$ cat src/rtl/core/wrme_pkg.sv
// shared constants, types and helpers of the windowed ratio median estimator
package wrme_pkg;

  localparam int HISTORY_DEPTH   = 120;
  localparam int RATIO_FRAC_BITS = 16;
  localparam int RING_AW         = $clog2(HISTORY_DEPTH);
  localparam int CNT_W           = $clog2(HISTORY_DEPTH + 1);
  localparam int MIN_FOR_MEDIAN  = 5;
  localparam logic [31:0] ONE_Q  = 32'(1) << RATIO_FRAC_BITS;

  localparam int DIV_N_W   = 32 + RATIO_FRAC_BITS + 1;
  localparam int DIV_D_W   = 33;
  localparam int DIV_CNT_W = $clog2(DIV_N_W + 1);

  localparam logic [15:0] WIN_LEN_RST = 16'd100;
  localparam logic [15:0] MIN_REF_RST = 16'd10;

  typedef enum logic [0:0] {
    CFG_WIN_LEN = 1'b0,
    CFG_MIN_REF = 1'b1
  } cfg_idx_e;

  typedef enum logic [1:0] {
    OP_LEARN_X,
    OP_LEARN_Y,
    OP_EQUIV_X,
    OP_EQUIV_Y
  } div_op_e;

  typedef enum logic [3:0] {
    ST_IDLE,
    ST_CHECK,
    ST_LX,
    ST_LX_WAIT,
    ST_LY,
    ST_LY_WAIT,
    ST_MED_INIT,
    ST_MED_SCAN,
    ST_MED_TAIL,
    ST_MED_BIT,
    ST_MED_DONE,
    ST_EX,
    ST_EX_WAIT,
    ST_EY,
    ST_EY_WAIT,
    ST_FIN
  } state_e;

  typedef struct packed {
    logic    acc;
    logic    snap;
    logic    div_go;
    div_op_e div_op;
    logic    div_save;
    logic    med_init;
    logic    med_rd;
    logic    med_bit;
    logic    med_done;
    logic    load_out;
  } cmd_t;

  typedef struct packed {
    logic       closed;
    logic [1:0] learn_ok;
    logic       div_done;
    logic       scan_last;
    logic       bit_zero;
    logic       out_free;
  } sts_t;

  function automatic logic [31:0] mag32(input logic [31:0] v);
    mag32 = v[31] ? (~v + 32'd1) : v;
  endfunction

  function automatic logic [31:0] sat_add16(input logic [31:0] a, input logic [15:0] d);
    logic [32:0] s;
    s = {a[31], a} + {{17{d[15]}}, d};
    if (s[32] != s[31]) begin
      sat_add16 = s[32] ? 32'h8000_0000 : 32'h7FFF_FFFF;
    end else begin
      sat_add16 = s[31:0];
    end
  endfunction

  function automatic logic [31:0] sat_sub32(input logic [31:0] a, input logic [31:0] b);
    logic [32:0] s;
    s = {a[31], a} - {b[31], b};
    if (s[32] != s[31]) begin
      sat_sub32 = s[32] ? 32'h8000_0000 : 32'h7FFF_FFFF;
    end else begin
      sat_sub32 = s[31:0];
    end
  endfunction

endpackage

$ cat src/rtl/core/wrme_ctrl.sv
// sequencing state machine of the estimator
module wrme_ctrl (
  input  logic            clk_i,
  input  logic            rst_ni,
  input  logic            in_valid_i,
  input  wrme_pkg::sts_t  sts_i,
  output logic            in_ready_o,
  output wrme_pkg::cmd_t  cmd_o
);

  wrme_pkg::state_e state_q, state_d;

  always_ff @(posedge clk_i or negedge rst_ni) begin
    if (!rst_ni) begin
      state_q <= wrme_pkg::ST_IDLE;
    end else begin
      state_q <= state_d;
    end
  end

  always_comb begin
    state_d    = state_q;
    cmd_o      = '0;
    cmd_o.div_op = wrme_pkg::OP_LEARN_X;
    in_ready_o = 1'b0;
    case (state_q)
      wrme_pkg::ST_IDLE: begin
        in_ready_o = 1'b1;
        if (in_valid_i) begin
          cmd_o.acc = 1'b1;
          state_d   = wrme_pkg::ST_CHECK;
        end
      end
      wrme_pkg::ST_CHECK: begin
        cmd_o.snap = 1'b1;
        state_d    = sts_i.closed ? wrme_pkg::ST_LX : wrme_pkg::ST_EX;
      end
      wrme_pkg::ST_LX: begin
        if (sts_i.learn_ok[0]) begin
          cmd_o.div_go = 1'b1;
          cmd_o.div_op = wrme_pkg::OP_LEARN_X;
          state_d      = wrme_pkg::ST_LX_WAIT;
        end else begin
          state_d = wrme_pkg::ST_LY;
        end
      end
      wrme_pkg::ST_LX_WAIT: begin
        if (sts_i.div_done) begin
          cmd_o.div_save = 1'b1;
          state_d        = wrme_pkg::ST_LY;
        end
      end
      wrme_pkg::ST_LY: begin
        if (sts_i.learn_ok[1]) begin
          cmd_o.div_go = 1'b1;
          cmd_o.div_op = wrme_pkg::OP_LEARN_Y;
          state_d      = wrme_pkg::ST_LY_WAIT;
        end else begin
          state_d = wrme_pkg::ST_MED_INIT;
        end
      end
      wrme_pkg::ST_LY_WAIT: begin
        if (sts_i.div_done) begin
          cmd_o.div_save = 1'b1;
          state_d        = wrme_pkg::ST_MED_INIT;
        end
      end
      wrme_pkg::ST_MED_INIT: begin
        cmd_o.med_init = 1'b1;
        state_d        = wrme_pkg::ST_MED_SCAN;
      end
      wrme_pkg::ST_MED_SCAN: begin
        cmd_o.med_rd = 1'b1;
        if (sts_i.scan_last) begin
          state_d = wrme_pkg::ST_MED_TAIL;
        end
      end
      wrme_pkg::ST_MED_TAIL: begin
        state_d = wrme_pkg::ST_MED_BIT;
      end
      wrme_pkg::ST_MED_BIT: begin
        cmd_o.med_bit = 1'b1;
        state_d = sts_i.bit_zero ? wrme_pkg::ST_MED_DONE : wrme_pkg::ST_MED_SCAN;
      end
      wrme_pkg::ST_MED_DONE: begin
        cmd_o.med_done = 1'b1;
        state_d        = wrme_pkg::ST_EX;
      end
      wrme_pkg::ST_EX: begin
        cmd_o.div_go = 1'b1;
        cmd_o.div_op = wrme_pkg::OP_EQUIV_X;
        state_d      = wrme_pkg::ST_EX_WAIT;
      end
      wrme_pkg::ST_EX_WAIT: begin
        if (sts_i.div_done) begin
          cmd_o.div_save = 1'b1;
          state_d        = wrme_pkg::ST_EY;
        end
      end
      wrme_pkg::ST_EY: begin
        cmd_o.div_go = 1'b1;
        cmd_o.div_op = wrme_pkg::OP_EQUIV_Y;
        state_d      = wrme_pkg::ST_EY_WAIT;
      end
      wrme_pkg::ST_EY_WAIT: begin
        if (sts_i.div_done) begin
          cmd_o.div_save = 1'b1;
          state_d        = wrme_pkg::ST_FIN;
        end
      end
      wrme_pkg::ST_FIN: begin
        if (sts_i.out_free) begin
          cmd_o.load_out = 1'b1;
          state_d        = wrme_pkg::ST_IDLE;
        end
      end
      default: begin
        state_d = wrme_pkg::ST_IDLE;
      end
    endcase
  end

endmodule

$ cat config.mk
export PLATFORM = sky130hd
export DESIGN_NAME = wrme_ctrl
export DESIGN_NICKNAME = d
export VERILOG_FILES = /design/src/rtl/core/wrme_pkg.sv /design/src/rtl/core/wrme_ctrl.sv
export SDC_FILE = /design/constraint.sdc
export NUM_CORES = 1
export LEC_CHECK = 0
export BUFFER_PORTS_ARGS = -buffer_cell sky130_fd_sc_hd__buf_2
export CORE_AREA = 2 2 39 41
export DETAILED_ROUTE_END_ITERATION = 8
export DIE_AREA = 0 0 41 43
export GPL_ROUTABILITY_DRIVEN = 0
export PLACE_DENSITY = 0.68
export SKIP_LAST_GASP = 1
export SYNTH_ARGS = -nofsm -noshare
export SYNTH_HDL_FRONTEND = slang
export SYNTH_SLANG_ARGS = --single-unit
$ cat constraint.sdc
create_clock -name clk_i -period 2.9 [get_ports clk_i]
set_clock_uncertainty 0.05 [all_clocks]
set_input_delay 0.145 -clock clk_i [delete_from_list [all_inputs] [get_ports clk_i]]
set_output_delay 0.145 -clock clk_i [all_outputs]
set_load 0.03 [all_outputs]
[Word level (Yosys, flattened, before mapping)]
Cells that the tools add are included.
Word-level totals
  bits of input ports: 10
  register bits: 4
  word-level logic and storage cells: 53
  output and inout bits: 12
Operators by class
  multiplexer cells: 27
  equality and inequality tests: 22
  reductions and logical operators: 3
Operator list (count)
  4-bit case mux with 16 select lines: 1
  4-bit two-way mux: 9
  4-bit == test (second input constant): 8
  4-bit by 3-bit == test with 1-bit output (second input constant): 4
  2-bit inequality test (second input constant): 7
  1-bit two-way mux: 12
  3-bit case mux with 4 select lines: 1
  3-bit two-way mux: 3
  4-bit by 2-bit == test with 1-bit output (second input constant): 2
  7-bit AND reduction: 1
  4-bit by 1-bit == test with 1-bit output (second input constant): 1
  4-bit logical NOT: 1
  4-bit OR reduction: 1
  2-bit two-way mux: 1

[Logic depth before layout (Yosys ltp)]
Gate-level depths: netlist of run 1.
  depth after elaboration: 3
  depth in mapped cells: 6
  mapped depth without buffers: 4

[Least setup slack after synthesis of run 1]
OpenSTA, ideal clock, no wires.
  kind: reg-to-output
  start point: reg state_q[3]
  end point: out cmd_o[10] in the netlist's numbering
  buffers on the path: 2
  arrival: 1.894 ns
  required time: 2.705 ns
  cell stages (with the launch flop): 5
  setup slack: 0.811 ns
  cells stage by stage: dfrtp_1 -> clkbuf_1 -> clkbuf_1 -> nor3_1 -> and2_1
RTL lines
  start, declared: line wrme_ctrl.sv:11  | wrme_pkg::state_e state_q, state_d;
  start signal, assigned: line wrme_ctrl.sv:15  | state_q <= wrme_pkg::ST_IDLE;
  start signal, assigned: line wrme_ctrl.sv:17  | state_q <= state_d;
  end, declared: line wrme_ctrl.sv:8  | output wrme_pkg::cmd_t cmd_o

==> results of run 1 <==
[cell usage in the layout (no fill, tap or decap), drive strengths merged, types with 2 or more instances in the layout]
cell type,count
buf,21
nor2,7
nand2,6
o21ai,6
inv,5
nor3,5
dfrtp,4
nor4,3
nand3,3
a21oi,3
a211oi,3
clkbuf,3
or2,2
nand2b,2
o22ai,2
a41oi,2
and4b,2
[Yosys cell counts, types with 2 or more instances]
library cell	instances	area [um^2]
nand2b_1	2	12.5
nor4_1	3	18.8
a41oi_1	2	17.5
nor2_1	7	26.3
nor3_1	5	25.0
dfrtp_1	4	100
or2_1	2	12.5
inv_1	5	18.8
o21ai_0	5	25.0
o22ai_1	2	12.5
clkbuf_1	5	18.8
nand3_1	3	15.0
a211oi_1	3	22.5
nand2_1	6	22.5
a21oi_1	3	15.0
[worst reg2reg max path, cell delays in order, from the launching register on]
cell and delay (ns):
dfrtp_1 0.54, and4b_4 0.30, or2_1 0.24, o31a_1 0.28
a211oi_1 0.23
[metrics by stage]
| stage | hold slack, ns | total power (W) | std cells | area, um^2 |
|---|---|---|---|---|
| floorplan | -0.201 | 0.000606 | 77 | 533 |
| global placement | -0.0959 | 0.000695 | 107 | 621 |
| detailed placement | -0.0943 | 0.000701 | 107 | 621 |
| CTS | 0.196 | 0.000775 | 111 | 653 |
| global route | 0.240 | 0.000845 | 111 | 653 |
| finish | 0.200 | 0.000778 | 111 | 653 |
[power by group]
part           leakage [nW]  internal [W]  switching (W)
clock                0.0138     0.0000465      0.0000255
combinational         0.257      0.000191       0.000306
sequential           0.0452     0.0000857       0.000123
total                 0.316      0.000323       0.000455
[how the worst max path moves through the flow]
stage / endpoint / startpoint / slack (ns) / cells after the start
3_3_place_gp: state_q[0]$_DFFE_PN0P_ / state_q[2]$_DFFE_PN0P_ / 1.18 / 4
2_1_floorplan: cmd_o[10] / state_q[3]$_DFFE_PN0P_ / 0.81 / 4
4_1_cts: cmd_o[10] / state_q[1]$_DFFE_PN0P_ / 1.01 / 4
5_1_grt: cmd_o[10] / state_q[2]$_DFFE_PN0P_ / 0.88 / 4
3_5_place_dp: state_q[0]$_DFFE_PN0P_ / state_q[1]$_DFFE_PN0P_ / 1.15 / 4
6_report: cmd_o[10] / state_q[2]$_DFFE_PN0P_ / 1.01 / 4
[layout make-up]
type	instances	area share [%]
inverter	5	2.87
tap	16	3.07
multi-input combinational	61	57.7
sequential	4	15.3
clock buffer	3	3.45
timing repair buffer	22	17.6
[layer usage]
layer / share of wire (%) / up-vias / global-route usage, %
li1: - / 332 / -
met1: 45 / 304 / 28.4
met2: 49 / 23 / 28.7
met3: 4.9 / 4 / 3.14
met4: 1.5 / 0 / 6.00
met5: 0 / - / 0
[timing repair]
action	in CTS	in global routing
gates resized for setup	0	0
hold buffers	1	0
setup endpoints to repair	0	0
endpoints found under the hold margin	4	0
[kinds of logic (layout without fill, tap and decap cells)]
logic type             after synthesis  count (layout)  share of synthesized area (%)
AO/OA/AOI/OAI                       24              24                           30.0
buffers and inverters               12              30                           10.6
AND/OR/NAND/NOR                     36              36                           38.7
flip-flops                           4               4                           18.8
multiplexers                         1               1                           1.88
==> flow_summary.ini, run 1 <==
[route]
drt_iter0_markers = 18
detail-route-antenna-nets = 0
routed_wl_um = 1500
viasPerCell = 5.97
firstDrtPassIters = 6
num_vias = 663
drc_errors = 0
avgRoutedWirePerCell_um = 13.5

[floorplanning]
fp.coreArea_um2 = 1380
fp.dieH_um = 43
floorplan.initialDensity_pct = 38.5
row_count = 14
design.die.area_um2 = 1760
die_w_um = 41
pin_count = 22

[timing]
tightest_slew_ns = 0.538
min_period_over_period_pct = 65.2
fmax_mhz = 529
drv_slew = 0
fin_crit_ns = 1.89
hold_viol = 0
setup_ws_ns = 1.01
rsz0062_at_grt = no
relSlewSlack_pct = 64.2
finalSetupViolCount = 0
fin_setup_tns_ns = 0

[cells_and_area]
largest_reg_flops = 4
multi_input_area_um2 = 377
drive_gt1_share_pct = 26.3
fill_cells = 145
n_antenna_cell = 0
final_util_pct = 47.2
top_regs = state_q x4
regMostFlops = state_q
nets = 107
seq_area_um2 = 100
syn_to_final_growth_pct = 22.5

[worst_setup_path]
r2r_slack_ns = 1.17
critPathBufInv = 1
start_kind = flop
path_max_fanout = 16
r2r_start = state_q[2]$_DFFE_PN0P_
worstReg2RegEnd = state_q[0]$_DFFE_PN0P_
reg2reg_depth = 4
worstPathRequired_ns = 2.71
crit_chain = or2_1 > nor3_1 > and2_1 > buf_2
worst_setup_path_end_kind = output port
crit_path_top_delay_cell = dfrtp_1
max_stage_delay_ns = 0.54
crit_family = simple AND/OR/NAND/NOR gates
cp.arrival_ns = 1.70
crit_type = reg2out

[clock_network]
cts_root_buffer = clkbuf_4
worstSkewPairLatency_ns = 0.24
clock_sinks = 4
htree_num_levels = 1
path_clk_slew_ns = 0.04
clock_path_buffers = 2
cts_setup_buffers = 0
cts_inserted_buffers = 3
cts_tree = built

[synthesis]
synth_area_um2 = 533
syn_inst = 77
ys_ff_latch = 4
synthArstFlopShare_pct = 100
ys.flop_type = dfrtp_1
ys_types = 35
synth_nets = 87
seq_area_frac_synth_pct = 18.8
syn_avg_cell_area_um2 = 6.92
synth_edf_count = 0
ys_warn_count = 0

[place]
dp_slack_ns = 1.15
hpwl_um = 1070
io_buffers = 21

[pwr]
ir_worst_vdd_v = 0.000450
leakage_nw = 0.316
power_density_nw_per_um2 = 1190

[global_route]
antenna_found_initial = 0
grt_pass1_vias = 573
overflow = 0
grt_max_degree = 21
grt_pass1_wl_um = 2450
grt_usage_pct = 19.6

[min_path]
hp-class = in2async

[run]
maxCapViolCount = 0

[status]
run_status = finished, final reports clean
(Power assumes the default switching activity.)
==> run 2, diff against run 1 <==
ABC_AREA = 1   (was unset)
PLACE_DENSITY = 0.66   (was 0.68)
clock period = 1.9 ns   (was 2.9 ns; I/O delays follow)
==> flow_summary.ini, run 2 <==
[min_path]
hp-class = in2async

[worst_setup_path]
start_kind = flop
crit_path_frequent_cell = nand2_1
crit_chain = nor2_4 > inv_2 > nor2_1 > nand2_1 > nand2_1 > inv_1 > nand3_1 > buf_2
max_stage_delay_ns = 0.49
critPathBufInv = 3
crit_path_top_delay_cell = dfrtp_1
crit_family = simple AND/OR/NAND/NOR gates
worstPathRequired_ns = 1.75
reg2reg_depth = 9
crit_type = reg2out
cp_num_cells = 8
worst_setup_path_end_kind = output port
path_max_fanout = 8
cp.arrival_ns = 1.58

[pwr]
power_density_nw_per_um2 = 1830
combPwrFrac_pct = 71.2
power.share.sequential_pct = 19.9
power_switching_w = 0.000711
swShare_pct = 60.4
ir_worst_vdd_v = 0.000945
clock_power_share_pct = 8.8
leakage_nw = 0.430
intPower_w = 0.000466

[status]
run_status = finished, final reports clean

[synthesis]
synthSimpleGateAreaFrac_pct = 61.3
synth_nets = 103
ys_ff_latch = 4
synth_top_family_by_area = simple AND/OR/NAND/NOR gates
synth.most_common_cell = nand2_1
synthMuxAreaShare_pct = 0
synthArstFlopShare_pct = 100
ys_top_cells_by_area = nand2_1 (25%), dfrtp_1 (20%), nand3_1 (11%), nor2_1 (8.3%), inv_1 (7.5%)
seq_area_frac_synth_pct = 20.1
synth.largest_area_cell = nand2_1
netlist.area_leader.share_pct = 24.9
syn_avg_cell_area_um2 = 5.35
ys_warn_count = 0
synth_common_cells = nand2_1 (33), nand3_1 (11), nor2_1 (11), inv_1 (10), inv_2 (7)
synth_area_um2 = 498
syn_inst = 93
ys.flop_type = dfrtp_1
synth-compound-area-share_pct = 3.27
ys_types = 18
synth_fa_ha_area_share_pct = 0
synth_edf_count = 0
synth_xor_area_share_pct = 0

[global_route]
antenna_found_initial = 0
grt_usage_pct = 15.2
top_usage_layer = met1
grt_use_met2_pct = 19.7
grt_pass1_vias = 449
met1_usage_pct = 24.8
grt_max_degree = 10
grtUsageMet3_pct = 4.71
grt_pass1_wl_um = 1900
overflow = 0

[route]
detail-route-antenna-nets = 0
drt_iter0_markers = 25
firstDrtPassIters = 4
drc_errors = 0
avgRoutedWirePerCell_um = 9.52
routed_wl_um = 1260
num_vias = 633
viasPerCell = 4.80

[clock_network]
cts_tree = built
clock_path_buffers = 2
clock_sinks = 4
cts_root_buffer = clkbuf_4
cts_resized = 0
path_clk_slew_ns = 0.04
cts_inserted_buffers = 3
htree_num_levels = 1
worstSkewPairLatency_ns = 0.23

[timing]
tightest_slew_ns = 0.342
setup_ws_ns = 0.179
relSlewSlack_pct = 77.2
fin_setup_tns_ns = 0
drv_slew = 0
min_period_over_period_pct = 90.6
fmax_mhz = 581
hold_viol = 0
finalSetupViolCount = 0
fin_crit_ns = 1.72
rsz0062_at_grt = no

[floorplanning]
fp.dieH_um = 43
fp.coreArea_um2 = 1380
pin_count = 22
design.die.area_um2 = 1760
row_count = 14
die_w_um = 41
floorplan.initialDensity_pct = 36.0

[cells_and_area]
largest_reg_flops = 4
drive_gt1_share_pct = 33.6
fill_cells = 150
multi_input_area_um2 = 322
n_antenna_cell = 0
final_cell_mix = nand2_1 (33), buf_2 (21), nor2_1 (11), nand3_1 (11), inv_1 (10)
seq_area_um2 = 100
nets = 128
regMostFlops = state_q
layout_commonest_cell = nand2_1
post-route-cell-area_um2 = 643
syn_to_final_growth_pct = 29.1
top_regs = state_q x4

[place]
dpl-instance-area_um2 = 611
dp_slack_ns = 0.431
hpwl_um = 1020
io_buffers = 21

[run]
maxCapViolCount = 0
run 2: metrics by stage:
step / instances / utilization (%) / hold slack, ns / total power (W)
floorplan: 93 / - / -0.251 / 0.000891
global placement: 128 / 44.1 / -0.147 / 0.00106
detailed placement: 128 / 44.1 / -0.146 / 0.00107
CTS: 132 / 46.5 / 0.141 / 0.00118
global route: 132 / 46.5 / 0.156 / 0.00128
finish: 132 / 46.5 / 0.150 / 0.00118
run 2: area by class of cell:
cell class              count  share of cell area, %
clock buffers               3                   3.50
inverters                  17                   9.92
multi-input cells          70                   50.0
flip-flops and latches      4                   15.6
well taps                  16                   3.11
repair buffers             22                   17.9
run 2: power groups by stage:
stage	Sequential [W]	Clock, W	Combinational (W)
3_3_place_gp	0.000231	0	0.000831
6_report	0.000234	0.000104	0.000838
3_5_place_dp	0.000235	0	0.000832
4_1_cts	0.000234	0.000111	0.000838
2_1_floorplan	0.000168	0	0.000723
5_1_grt	0.000244	0.000112	0.000928
run 2: kinds of logic after synthesis:
group | after synthesis
buf+inv | 19
flops | 4
compound gates | 3
simple gates | 67
run 2: worst paths after layout:
check | startpoint | endpoint | slack, ns
max | state_q[3]$_DFFE_PN0P_ | cmd_o[8] | 0.18
min | rst_ni | state_q[1]$_DFFE_PN0P_ | 0.15
max reg2reg | state_q[2]$_DFFE_PN0P_ | state_q[0]$_DFFE_PN0P_ | 0.46
min reg2reg | state_q[0]$_DFFE_PN0P_ | state_q[0]$_DFFE_PN0P_ | 0.56
max in group asynchronous | rst_ni | state_q[2]$_DFFE_PN0P_ | 1.53
min in group clk_i | sts_i[4] | state_q[1]$_DFFE_PN0P_ | 0.20
run 2: metal layers:
layer | vias up | wire length, um | share of wire (%)
met5 | - | 0 | 0
met4 | 0 | 0 | 0
met3 | 0 | 69 | 5.5
met2 | 24 | 557 | 44
met1 | 277 | 630 | 50
li1 | 332 | - | -
run 2: what timing repair did:
item,CTS,global route
hold buffers,1,0
endpoints found under the hold margin,4,0
buffers inserted,0,0
run 2: worst register-to-register path, stage by stage, from the launching register on:
cell and delay [ns]:
dfrtp_1 0.53, inv_2 0.07, nor2_2 0.15, nand2_1 0.11
nand3_2 0.07, nand2_1 0.08, nand2_2 0.12, inv_2 0.05
nand2_1 0.05, nand2_1 0.04
==> run 3, diff against run 2 <==
--- a/constraint.sdc
+++ b/constraint.sdc
@@ -3,3 +3,3 @@
 set_input_delay 0.095 -clock clk_i [delete_from_list [all_inputs] [get_ports clk_i]]
 set_output_delay 0.095 -clock clk_i [all_outputs]
-set_load 0.03 [all_outputs]
+set_load 0.005 [all_outputs]
==> flow_summary.ini, run 3 (synthesized netlist as in run 2, its figures left out) <==
[timing]
relSlewSlack_pct = 78.0
drv_slew = 0
finalSetupViolCount = 0
fmax_mhz = 621
min_period_over_period_pct = 84.8
fin_setup_tns_ns = 0
hold_viol = 0
fin_crit_ns = 1.61
tightest_slew_ns = 0.330
rsz0062_at_grt = no

[worst_setup_path]
worstPathRequired_ns = 1.75
crit_path_frequent_cell = nand2_1
crit_type = reg2out
cp.arrival_ns = 1.47
reg2reg_depth = 9
crit_path_top_delay_cell = dfrtp_1
start_kind = flop
path_max_fanout = 8
r2r_start = state_q[2]$_DFFE_PN0P_
worstReg2RegEnd = state_q[1]$_DFFE_PN0P_
max_stage_delay_ns = 0.48
r2r_slack_ns = 0.43
worst_setup_path_end_kind = output port
crit_chain = nor2_4 > inv_2 > nor2_1 > nand2_1 > nand2_1 > inv_1 > nand3_1 > buf_2

[cells_and_area]
seq_area_um2 = 100
syn_to_final_growth_pct = 29.1
multi_input_area_um2 = 322
n_antenna_cell = 0
fill_cells = 154
nets = 128
layout_commonest_cell = nand2_1
final_util_pct = 46.5
post-route-cell-area_um2 = 643
top_regs = state_q x4
regMostFlops = state_q
largest_reg_flops = 4
final_cell_mix = nand2_1 (33), buf_2 (21), nor2_1 (11), nand3_1 (11), inv_1 (10)
drive_gt1_share_pct = 33.6

[global_route]
grt_max_degree = 10
grt_pass1_wl_um = 2030
antenna_found_initial = 0
grt_pass1_vias = 495
grt_usage_pct = 16.4
overflow = 0

[status]
run_status = finished, final reports clean

[clock_network]
cts_inserted_buffers = 3
clock_path_buffers = 2
clock_sinks = 4
cts_root_buffer = clkbuf_4
worstSkewPairLatency_ns = 0.24
cts_tree = built
cts_resized = 0
htree_num_levels = 1
path_clk_slew_ns = 0.04

[route]
viasPerCell = 4.64
num_vias = 613
routed_wl_um = 1250
drt_iter0_markers = 44
avgRoutedWirePerCell_um = 9.47
firstDrtPassIters = 4
drc_errors = 0
detail-route-antenna-nets = 0

[run]
maxCapViolCount = 0

[floorplanning]
floorplan.initialDensity_pct = 36.0
fp.dieH_um = 43
die_w_um = 41
fp.coreArea_um2 = 1380
pin_count = 22
design.die.area_um2 = 1760
row_count = 14

[pwr]
power_density_nw_per_um2 = 1600
leakage_nw = 0.430
ir_worst_vdd_v = 0.000675

[place]
io_buffers = 21
hpwl_um = 1010
dpl-instance-area_um2 = 611

[min_path]
hp-class = in2async
run 3: cell counts in the layout (fill, tap and decap cells not counted):
No cell type changed its count.
run 3: layer usage:
layer | share of wire [%] | global-route usage (%) | vias to the layer above
li1 | - | - | 328
met1 | 46 | 24.8 | 259
met2 | 46 | 22.5 | 26
met3 | 7.4 | 1.57 | 0
met4 | 0 | 8.00 | 0
met5 | 0 | 0 | -
run 3: critical path: cells and delay by family, from the launching register on:
kind / cells / cell delay [ns]
AND/OR/NAND/NOR: 5 / 0.54
flip-flops: 1 / 0.48
buffers and inverters: 3 / 0.21
run 3: repair_timing:
action	in CTS	in global routing
hold endpoints to repair	4	0
hold buffers	1	0
setup buffers	0	0
run 3: metrics by stage:
step | setup WS, ns | hold WS [ns] | cells | power [W]
after floorplan | 0.641 | -0.251 | 93 | 0.000748
after global placement | 0.520 | -0.148 | 128 | 0.000917
after detailed placement | 0.478 | -0.148 | 128 | 0.000918
after CTS | 0.284 | 0.138 | 132 | 0.00103
after global routing | 0.180 | 0.159 | 132 | 0.00115
final | 0.289 | 0.141 | 132 | 0.00103
run 3: final cells by class:
class                           instances  area share, %
Timing Repair Buffer                   22           17.9
Tap cell                               16           3.11
Multi-Input combinational cell         70           50.0
Sequential cell                         4           15.6
Clock buffer                            3           3.50
Inverter                               17           9.92
run 3: how the worst max path moves through the flow:
stage	startpoint	end	slack, ns
2_1_floorplan	state_q[3]$_DFFE_PN0P_	state_q[2]$_DFFE_PN0P_	0.64
5_1_grt	state_q[3]$_DFFE_PN0P_	cmd_o[8]	0.18
3_3_place_gp	state_q[1]$_DFFE_PN0P_	state_q[1]$_DFFE_PN0P_	0.52
4_1_cts	state_q[3]$_DFFE_PN0P_	cmd_o[8]	0.28
6_report	state_q[3]$_DFFE_PN0P_	cmd_o[8]	0.29
3_5_place_dp	state_q[2]$_DFFE_PN0P_	state_q[2]$_DFFE_PN0P_	0.48
run 3: report_power, final:
group | internal (W) | total (W) | switching, W
logic | 0.000259 | 0.000689 | 0.000431
registers | 0.000133 | 0.000238 | 0.000105
clock network | 0.0000706 | 0.000104 | 0.0000339
